## src/rtl/bcdtod_pkg.sv

```systemverilog
package bcdtod_pkg;

  localparam logic [1:0] OP_TICK  = 2'd0;
  localparam logic [1:0] OP_WRITE = 2'd1;
  localparam logic [1:0] OP_READ  = 2'd2;

  localparam logic [1:0] REG_TENTHS  = 2'd0;
  localparam logic [1:0] REG_SECONDS = 2'd1;
  localparam logic [1:0] REG_MINUTES = 2'd2;
  localparam logic [1:0] REG_HOURS   = 2'd3;

  localparam logic [7:0] SecLimit  = 8'd60;
  localparam logic [7:0] MinLimit  = 8'd60;
  localparam logic [7:0] HourLimit = 8'd24;
  localparam logic [4:0] TenthsMax = 5'd9;
  localparam int         AlarmSelBit = 7;

  typedef struct packed {
    logic [1:0] opcode;
    logic [1:0] reg_index;
    logic [7:0] write_data;
  } item_t;

  typedef struct packed {
    logic [7:0] read_data;
    logic       alarm_flag;
  } result_t;

  typedef struct packed {
    logic [7:0] digit;
    logic       carry;
  } bump_t;

  // Increment a BCD pair; nibbles are weighted 10/1 even when not valid BCD.
  function automatic bump_t bcd_bump(logic [7:0] b, logic [7:0] limit);
    logic [7:0] v;
    logic [3:0] tens;
    logic [7:0] rem;
    bump_t      r;
    v = {4'd0, b[7:4]} * 8'd10 + {4'd0, b[3:0]} + 8'd1;
    tens = 4'd0;
    for (int k = 1; k <= 5; k++) begin
      if (v >= 8'(k * 10)) tens = 4'(k);
    end
    rem = v - 8'(tens * 10);
    if (v >= limit) begin
      r.digit = 8'd0;
      r.carry = 1'b1;
    end else begin
      r.digit = {tens, rem[3:0]};
      r.carry = 1'b0;
    end
    return r;
  endfunction

endpackage

```

## src/rtl/bcdtod_in_stage.sv

```systemverilog
module bcdtod_in_stage (
  input  logic                  clk_i,
  input  logic                  rst_ni,
  input  logic                  in_valid_i,
  output logic                  in_stall_o,
  input  bcdtod_pkg::item_t     item_i,
  input  logic                  take_ready_i,
  output logic                  take_o,
  output bcdtod_pkg::item_t     item_o
);

  logic              valid_q, valid_d;
  bcdtod_pkg::item_t item_q;
  logic              accept;

  assign take_o     = valid_q && take_ready_i;
  assign in_stall_o = valid_q && !take_ready_i;
  assign accept     = in_valid_i && !in_stall_o;
  assign valid_d    = accept || (valid_q && !take_o);
  assign item_o     = item_q;

  always_ff @(posedge clk_i or negedge rst_ni) begin
    if (!rst_ni) begin
      valid_q <= 1'b0;
    end else begin
      valid_q <= valid_d;
    end
  end

  always_ff @(posedge clk_i) begin
    if (accept) begin
      item_q <= item_i;
    end
  end

endmodule

```

## src/rtl/bcdtod_core.sv

```systemverilog
module bcdtod_core (
  input  logic                  clk_i,
  input  logic                  rst_ni,
  input  logic                  fire_i,
  input  bcdtod_pkg::item_t     item_i,
  output bcdtod_pkg::result_t   result_o
);

  logic [3:0] tm_tenths_q, tm_tenths_d;
  logic [7:0] tm_sec_q, tm_sec_d, tm_min_q, tm_min_d, tm_hour_q, tm_hour_d;
  logic [3:0] al_tenths_q, al_tenths_d;
  logic [7:0] al_sec_q, al_sec_d, al_min_q, al_min_d, al_hour_q, al_hour_d;
  logic [3:0] lt_tenths_q, lt_tenths_d;
  logic [7:0] lt_sec_q, lt_sec_d, lt_min_q, lt_min_d, lt_hour_q, lt_hour_d;
  logic       latch_q, latch_d, sel_q, sel_d, fired_q, fired_d;

  logic [4:0]        tenths_inc;
  bcdtod_pkg::bump_t sec_b, min_b, hour_b;
  logic [7:0]        live_rd, latch_rd, rd;

  assign tenths_inc = {1'b0, tm_tenths_q} + 5'd1;
  assign sec_b  = bcdtod_pkg::bcd_bump(tm_sec_q, bcdtod_pkg::SecLimit);
  assign min_b  = bcdtod_pkg::bcd_bump(tm_min_q, bcdtod_pkg::MinLimit);
  assign hour_b = bcdtod_pkg::bcd_bump(tm_hour_q, bcdtod_pkg::HourLimit);

  always_comb begin
    case (item_i.reg_index)
      bcdtod_pkg::REG_TENTHS:  live_rd = {4'd0, tm_tenths_q};
      bcdtod_pkg::REG_SECONDS: live_rd = tm_sec_q;
      bcdtod_pkg::REG_MINUTES: live_rd = tm_min_q;
      default:                 live_rd = tm_hour_q;
    endcase
    case (item_i.reg_index)
      bcdtod_pkg::REG_TENTHS:  latch_rd = {4'd0, lt_tenths_q};
      bcdtod_pkg::REG_SECONDS: latch_rd = lt_sec_q;
      bcdtod_pkg::REG_MINUTES: latch_rd = lt_min_q;
      default:                 latch_rd = lt_hour_q;
    endcase
  end

  always_comb begin
    tm_tenths_d = tm_tenths_q;
    tm_sec_d    = tm_sec_q;
    tm_min_d    = tm_min_q;
    tm_hour_d   = tm_hour_q;
    al_tenths_d = al_tenths_q;
    al_sec_d    = al_sec_q;
    al_min_d    = al_min_q;
    al_hour_d   = al_hour_q;
    lt_tenths_d = lt_tenths_q;
    lt_sec_d    = lt_sec_q;
    lt_min_d    = lt_min_q;
    lt_hour_d   = lt_hour_q;
    latch_d     = latch_q;
    sel_d       = sel_q;
    fired_d     = fired_q;
    rd          = 8'd0;

    case (item_i.opcode)
      bcdtod_pkg::OP_TICK: begin
        if (tenths_inc > bcdtod_pkg::TenthsMax) begin
          tm_tenths_d = 4'd0;
          tm_sec_d    = sec_b.digit;
          // minutes only move on a seconds wrap, hours on both wrapping
          if (sec_b.carry) begin
            tm_min_d = min_b.digit;
            if (min_b.carry) tm_hour_d = hour_b.digit;
          end
        end else begin
          tm_tenths_d = tenths_inc[3:0];
        end
        if (tm_hour_d == al_hour_q && tm_min_d == al_min_q &&
            tm_sec_d == al_sec_q && tm_tenths_d == al_tenths_q) begin
          fired_d = 1'b1;
        end
      end
      bcdtod_pkg::OP_WRITE: begin
        case (item_i.reg_index)
          bcdtod_pkg::REG_TENTHS: begin
            sel_d = item_i.write_data[bcdtod_pkg::AlarmSelBit];
            if (sel_d) al_tenths_d = item_i.write_data[3:0];
            else       tm_tenths_d = item_i.write_data[3:0];
          end
          bcdtod_pkg::REG_SECONDS: begin
            if (sel_q) al_sec_d = item_i.write_data;
            else       tm_sec_d = item_i.write_data;
          end
          bcdtod_pkg::REG_MINUTES: begin
            if (sel_q) al_min_d = item_i.write_data;
            else       tm_min_d = item_i.write_data;
          end
          default: begin
            if (sel_q) al_hour_d = item_i.write_data;
            else       tm_hour_d = item_i.write_data;
          end
        endcase
      end
      bcdtod_pkg::OP_READ: begin
        if (latch_q) begin
          rd = latch_rd;
          if (item_i.reg_index == bcdtod_pkg::REG_TENTHS) latch_d = 1'b0;
        end else begin
          rd = live_rd;
          if (item_i.reg_index == bcdtod_pkg::REG_HOURS) begin
            lt_tenths_d = tm_tenths_q;
            lt_sec_d    = tm_sec_q;
            lt_min_d    = tm_min_q;
            lt_hour_d   = tm_hour_q;
            latch_d     = 1'b1;
          end
        end
      end
      default: ;
    endcase
  end

  assign result_o.read_data  = rd;
  assign result_o.alarm_flag = fired_d;

  always_ff @(posedge clk_i or negedge rst_ni) begin
    if (!rst_ni) begin
      tm_tenths_q <= '0;
      tm_sec_q    <= '0;
      tm_min_q    <= '0;
      tm_hour_q   <= '0;
      al_tenths_q <= '0;
      al_sec_q    <= '0;
      al_min_q    <= '0;
      al_hour_q   <= '0;
      lt_tenths_q <= '0;
      lt_sec_q    <= '0;
      lt_min_q    <= '0;
      lt_hour_q   <= '0;
      latch_q     <= 1'b0;
      sel_q       <= 1'b0;
      fired_q     <= 1'b0;
    end else if (fire_i) begin
      tm_tenths_q <= tm_tenths_d;
      tm_sec_q    <= tm_sec_d;
      tm_min_q    <= tm_min_d;
      tm_hour_q   <= tm_hour_d;
      al_tenths_q <= al_tenths_d;
      al_sec_q    <= al_sec_d;
      al_min_q    <= al_min_d;
      al_hour_q   <= al_hour_d;
      lt_tenths_q <= lt_tenths_d;
      lt_sec_q    <= lt_sec_d;
      lt_min_q    <= lt_min_d;
      lt_hour_q   <= lt_hour_d;
      latch_q     <= latch_d;
      sel_q       <= sel_d;
      fired_q     <= fired_d;
    end
  end

endmodule

```

## src/rtl/bcdtod_out_stage.sv

```systemverilog
module bcdtod_out_stage (
  input  logic                  clk_i,
  input  logic                  rst_ni,
  input  logic                  fire_i,
  input  bcdtod_pkg::result_t   result_i,
  output logic                  ready_o,
  output logic                  out_valid_o,
  input  logic                  out_stall_i,
  output bcdtod_pkg::result_t   result_o
);

  logic                valid_q, valid_d;
  bcdtod_pkg::result_t result_q;

  // room when empty or when the held transaction leaves this cycle
  assign ready_o     = !valid_q || !out_stall_i;
  assign valid_d     = fire_i || (valid_q && out_stall_i);
  assign out_valid_o = valid_q;
  assign result_o    = result_q;

  always_ff @(posedge clk_i or negedge rst_ni) begin
    if (!rst_ni) begin
      valid_q <= 1'b0;
    end else begin
      valid_q <= valid_d;
    end
  end

  always_ff @(posedge clk_i) begin
    if (fire_i) begin
      result_q <= result_i;
    end
  end

endmodule

```

## src/rtl/bcd_time_of_day_clock.sv

```systemverilog
// BCD time-of-day clock with alarm. Each input transaction is a tick of one tenth
// second, a register write, a register read or, for opcode 3, no operation, and
// yields exactly one result transaction carrying the read byte (0 unless a read)
// and the sticky alarm flag. Writes go to the alarm registers while bit 7 of the
// last tenths write was set. Reading hours freezes a copy of the time until tenths
// is read. A new transaction can be taken every cycle while results drain. An
// accepted input is held in the input register, and its result is registered in
// the result register. All state is updated as a transaction moves from the input
// register to the result register. A stalled result holds the input register,
// which then stalls the input.
module bcd_time_of_day_clock (
  input  logic       clk_i,
  input  logic       rst_ni,
  input  logic       in_valid_i,
  output logic       in_stall_o,
  input  logic [1:0] opcode_i,
  input  logic [1:0] reg_index_i,
  input  logic [7:0] write_data_i,
  output logic       out_valid_o,
  input  logic       out_stall_i,
  output logic [7:0] read_data_o,
  output logic       alarm_flag_o
);

  bcdtod_pkg::item_t   in_item, cur_item;
  bcdtod_pkg::result_t core_res, out_res;
  logic                fire, out_ready;

  assign in_item.opcode     = opcode_i;
  assign in_item.reg_index  = reg_index_i;
  assign in_item.write_data = write_data_i;

  bcdtod_in_stage u_in (
    .clk_i        (clk_i),
    .rst_ni       (rst_ni),
    .in_valid_i   (in_valid_i),
    .in_stall_o   (in_stall_o),
    .item_i       (in_item),
    .take_ready_i (out_ready),
    .take_o       (fire),
    .item_o       (cur_item)
  );

  bcdtod_core u_core (
    .clk_i    (clk_i),
    .rst_ni   (rst_ni),
    .fire_i   (fire),
    .item_i   (cur_item),
    .result_o (core_res)
  );

  bcdtod_out_stage u_out (
    .clk_i       (clk_i),
    .rst_ni      (rst_ni),
    .fire_i      (fire),
    .result_i    (core_res),
    .ready_o     (out_ready),
    .out_valid_o (out_valid_o),
    .out_stall_i (out_stall_i),
    .result_o    (out_res)
  );

  assign read_data_o  = out_res.read_data;
  assign alarm_flag_o = out_res.alarm_flag;

endmodule
```

## config.mk

```make
export PLATFORM = sky130hd
export DESIGN_NAME = bcd_time_of_day_clock
export DESIGN_NICKNAME = d
export VERILOG_FILES = /design/src/rtl/bcdtod_pkg.sv /design/src/rtl/bcdtod_in_stage.sv /design/src/rtl/bcdtod_core.sv /design/src/rtl/bcdtod_out_stage.sv /design/src/rtl/bcd_time_of_day_clock.sv
export SDC_FILE = /design/constraint.sdc
export NUM_CORES = 1
export LEC_CHECK = 0
export ABC_CLOCK_PERIOD_IN_PS = 7400
export BUFFER_PORTS_ARGS = -buffer_cell sky130_fd_sc_hd__buf_2
export CORE_ASPECT_RATIO = 1.4
export CORE_MARGIN = 2
export CORE_UTILIZATION = 34
export CTS_CLUSTER_SIZE = 16
export DETAILED_ROUTE_END_ITERATION = 16
export GPL_TIMING_DRIVEN = 0
export PLACE_DENSITY = 0.51
export SLEW_MARGIN = 0
export SYNTH_ARGS = -nofsm -noshare
export SYNTH_HDL_FRONTEND = slang
export SYNTH_SLANG_ARGS = --single-unit
```

## constraint.sdc

```tcl
create_clock -name clk_i -period 7.4 [get_ports clk_i]
set_input_delay 0 -clock clk_i [delete_from_list [all_inputs] [get_ports clk_i]]
set_output_delay 0 -clock clk_i [all_outputs]
set_load 0.05 [all_outputs]
```

==> out/summary.md <==
Counting flops with a built-in enable in the synthesized netlist gives 21. The share of the cycle needed by the critical path after routing came out at 0.798. The share of async-settable or async-resettable flops after synthesis works out to 0.809. For the routed wire length on met2, the log shows 11100 um.

The initial antenna violation count was 1; the maximum fanout encountered on the critical timing path was 7. Clock tree synthesis inserted a total of 9 buffers. The region available for standard cell placement spans 0.0219 mm^2.

For this design, the slowest cell found on the critical path is dfrtp_1. The run gives 0.346 as the initial cell density of the core. Overall overflow remaining after global route: 0.

The average routed wire per standard cell was 19.7 um. The average size of a mapped cell is 10.0 um^2, and the worst-skew pair later-pin latency is 0.36 ns. Share of the yosys chip area belonging to registers: 0.378.

Clock-pin slew was measured on the worst setup and hold paths at 0.08 ns. The count of buffers from port buffering came out at 26. In the synthesized netlist the dominant register cell turns out to be dfrtp_1.

For the number of filler instances in the final layout, the log shows 2145. STA classifies the critical path endpoint as a flop. The first global-routing pass estimated 34500 um of wire.

Setup repair after global routing left no endpoint under its margin. The final estimated routing congestion in global placement is 0.883. The count of final hold-check violations is 0. The minimum clock period after layout was 5.91 ns. Synthesis handed over a netlist of 752 instances.

The cell count after placement is 1077. The die covers 0.0235 mm^2. Pin count of the biggest net entering global routing: 59.

The run finished with clean final reports. Setup violations remaining at the end of the flow were counted as 0. The min-delay analysis places its worst path in the category input port to async pin. After detailed routing, the total wire length is 21800 um. TritonCTS built the clock tree.

For the number of nets with antenna violations after routing, the log shows 0. Setup total negative slack on the finished layout was measured at 0 ns. The most prevalent standard cell on the critical path is ha_1. The first TritonRoute pass finished after 7 iterations.

The diode insertion count for antenna repair came out at 0. The worst clock skew is 0.00970 ns, and the signed area change from the synthesized netlist to the final layout is 13.5%. The number of clock sinks is 110, and the proportion of layout cells with a drive suffix above 1 is 0.176.

The register bit count reported by yosys was 110; the net count after synthesis was 804. The transition time of the tightest slew-check pin was 0.875 ns; the count of nets after finishing was 859. Detailed placement ended at an HPWL of 16400 um.

The number of distinct library cells after synthesis is 75. The DRC violation total after the first TritonRoute iteration was 456; the data arrival at the endpoint of the critical path was 6.07 ns. Across the run, the number of max-cap violations was 0. The root cell of the clock tree is clkbuf_16.

The die is 130 um wide. The clock tree buffer depth is 2, and the average vias per placed instance is 5.47. The vertical die dimension is 180 um, and the I/O pin count is 27. The worst slew slack as a fraction of its limit was 0.417.

The number of setup buffers added after CTS was 0. The total routing usage reported by global routing is 0.193. The signal on the critical path passes through ha_1 > ha_1 > inv_1 > fa_1 > or2_1 > a2111oi_0 > o221a_2 > nor2_1 > or3_1 > ha_1 > fa_1 > xnor2_1 > xnor2_1 > mux2_2 > a2111oi_0 > nand4_1 > o41ai_1. For this run, the number of standard cells in the final layout without fillers is 1109.

The number of global-route vias before repair was 6025; the total routed wire length on the met1 layer was 9430 um. The count of standard-cell rows was 64. The worst setup path is of the flop to flop kind.

The Yosys step of the flow raised 0 warnings. The detailed route wirelength on metal3 was 737 um. After detailed routing, the number of remaining DRC violations is 0. The worst hold margin was 0.144 ns. Data on the critical path is required at its endpoint by 7.56 ns.

The run gives 169 MHz as the maximum clock rate. The detailed router placed 6069 vias in this run. On the worst path, the slowest cell contributes a delay of 0.62 ns. The worst setup path is launched from a flop.

In this run the cell area of the synthesized design comes to 0.00756 mm^2. The number of slew-limit violations in the final report was 0. The level count of the clock H-tree was 3. Routed signal wires occupy layers up through met4.
==> cells in the final DEF (no fill, tap or decap), types with 6 or more instances in the layout <==
| cell type | netlist | layout |
|---|---|---|
| a211oi_1 | 8 | 8 |
| xor2_1 | 14 | 14 |
| a21o_1 | 7 | 7 |
| nor2b_1 | 17 | 17 |
| o22ai_1 | 10 | 10 |
| edfxtp_1 | 21 | 21 |
| mux2_2 | 63 | 63 |
| and2_1 | 6 | 6 |
| mux2i_1 | 8 | 8 |
| a22o_1 | 22 | 22 |
| a21oi_1 | 26 | 26 |
| ha_1 | 27 | 27 |
| clkbuf_1 | 21 | 22 |
| o21ai_0 | 35 | 35 |
| dfrtp_1 | 89 | 89 |
| nor3_1 | 12 | 12 |
| fa_1 | 9 | 9 |
| inv_1 | 34 | 34 |
| a22oi_1 | 8 | 8 |
| nor2_1 | 40 | 40 |
| dlygate4sd3_1 | 0 | 16 |
| nand3_1 | 24 | 24 |
| buf_2 | 12 | 37 |
| clkbuf_16 | 0 | 9 |
| nand2b_1 | 20 | 20 |
| or3_1 | 7 | 7 |
| nand2_1 | 50 | 50 |
| nand4_1 | 10 | 10 |
| xnor2_1 | 31 | 31 |
| mux4_2 | 8 | 8 |
==> per-stage QoR <==
step / util / setup slack (ns) / instance area, um^2
6_report: 0.392 / 1.49 / 8580
4_1_cts: 0.392 / 1.45 / 8580
3_3_place_gp: 0.369 / 1.55 / 8060
2_1_floorplan: - / 2.36 / 7560
3_5_place_dp: 0.371 / 1.49 / 8100
5_1_grt: 0.392 / 1.16 / 8580
==> worst max-delay path, delay by kind of cell, from the launching register on <==
kind / cells / cell delay [ns]
AO/OA/AOI/OAI: 4 / 1.68
buffers and inverters: 1 / 0.06
AND/OR/NAND/NOR: 4 / 0.94
XOR/XNOR: 2 / 0.45
multiplexers: 1 / 0.39
flip-flops: 1 / 0.62
adder cells (fa/ha/maj): 5 / 1.57
==> path summary, 6_finish.rpt <==
| path | from | endpoint | cells past startpoint | slack [ns] |
|---|---|---|---|---|
| worst max-delay path | u_core.tm_sec_q[4] | u_out.result_o[0] | 17 | 1.49 |
| worst min-delay path | rst_ni | u_core.tm_min_q[2] | 2 | 0.14 |
| worst max register to register | u_core.tm_sec_q[4] | u_out.result_o[0] | 17 | 1.49 |
| worst min register to register | u_core.fired_q | u_core.fired_q | 2 | 0.45 |
| max in group asynchronous | rst_ni | u_core.lt_tenths_q[0] | 3 | 6.59 |
| min in group clk_i | opcode_i[0] | u_in.item_o[10] | 2 | 0.35 |
==> flip-flops by register name, summed over array words and instances, names as in the netlist, 8 cells and up <==
register and cells:
u_core.al_sec_q 8, u_core.al_hour_q 8, u_in.item_o 12, u_core.tm_sec_q 8, u_core.tm_hour_q 8, u_core.al_min_q 8
u_core.lt_min_q 8, u_core.lt_hour_q 8, u_core.tm_min_q 8, u_out.result_o 9, u_core.lt_sec_q 8
==> routing by layer <==
layer,global-route usage,vias to the layer above
met1,0.246,3007
met3,0.0258,36
met5,0,-
met2,0.330,121
met4,0.0684,0
li1,-,2905
==> synthesized netlist by cell type (4+ instances only) <==
cell | number | area [um^2]
o211ai_1 | 4 | 30.0
a21o_1 | 7 | 52.6
xnor2_1 | 31 | 272
nand3_1 | 24 | 120
nand2_1 | 50 | 188
a211oi_1 | 8 | 60.1
a21boi_0 | 5 | 37.5
mux2_2 | 63 | 709
nand2b_1 | 20 | 125
inv_1 | 34 | 128
a21oi_1 | 26 | 130
a22o_1 | 22 | 193
a211o_1 | 5 | 43.8
nor4_1 | 4 | 25.0
nor2_1 | 40 | 150
nor3_1 | 12 | 60.1
nor3b_1 | 5 | 37.5
xor2_1 | 14 | 123
nand3b_1 | 4 | 30.0
a22oi_1 | 8 | 60.1
dfrtp_1 | 89 | 2230
a32o_1 | 4 | 40.0
edfxtp_1 | 21 | 631
or3_1 | 7 | 43.8
o221ai_1 | 4 | 35.0
o41ai_1 | 5 | 43.8
o22ai_1 | 10 | 62.6
nand4_1 | 10 | 62.6
o21a_1 | 4 | 30.0
o31ai_1 | 4 | 30.0
o21ai_0 | 35 | 175
nor2b_1 | 17 | 106
and2_1 | 6 | 37.5
a221oi_1 | 5 | 43.8
buf_2 | 12 | 60.1
mux2i_1 | 8 | 80.1
clkbuf_1 | 21 | 78.8
o2111ai_1 | 5 | 43.8
ha_1 | 27 | 338
mux4_2 | 8 | 180
fa_1 | 9 | 180
and3_1 | 4 | 25.0
==> final cells by class <==
type                            count  area, um^2  area share
Tap cell                          297         372      0.0433
Sequential cell                   110        2860       0.333
Inverter                           35         131      0.0153
Clock buffer                       10         229      0.0267
Timing Repair Buffer               44         328      0.0382
Buffer                             38         173      0.0201
Multi-Input combinational cell    569        4400       0.513
Clock inverter                      6        86.3      0.0101
==> kinds of logic after synthesis <==
| group | share of synthesized area |
|---|---|
| XOR/XNOR | 0.0522 |
| AND/OR/NAND/NOR | 0.149 |
| multiplexers | 0.128 |
| buffers and inverters | 0.0402 |
| adder cells (fa/ha/maj) | 0.0685 |
| flip-flops | 0.378 |
| AO/OA/AOI/OAI | 0.184 |
==> what timing repair did <==
action	in CTS	in global routing
gates resized for setup	0	0
endpoints found under the setup margin	0	0
hold endpoints to repair	45	0
hold buffers	16	0
Power is left out: the tool's default activity adds up to more than one toggle a clock period on the data nets, which glitch-free logic cannot reach.
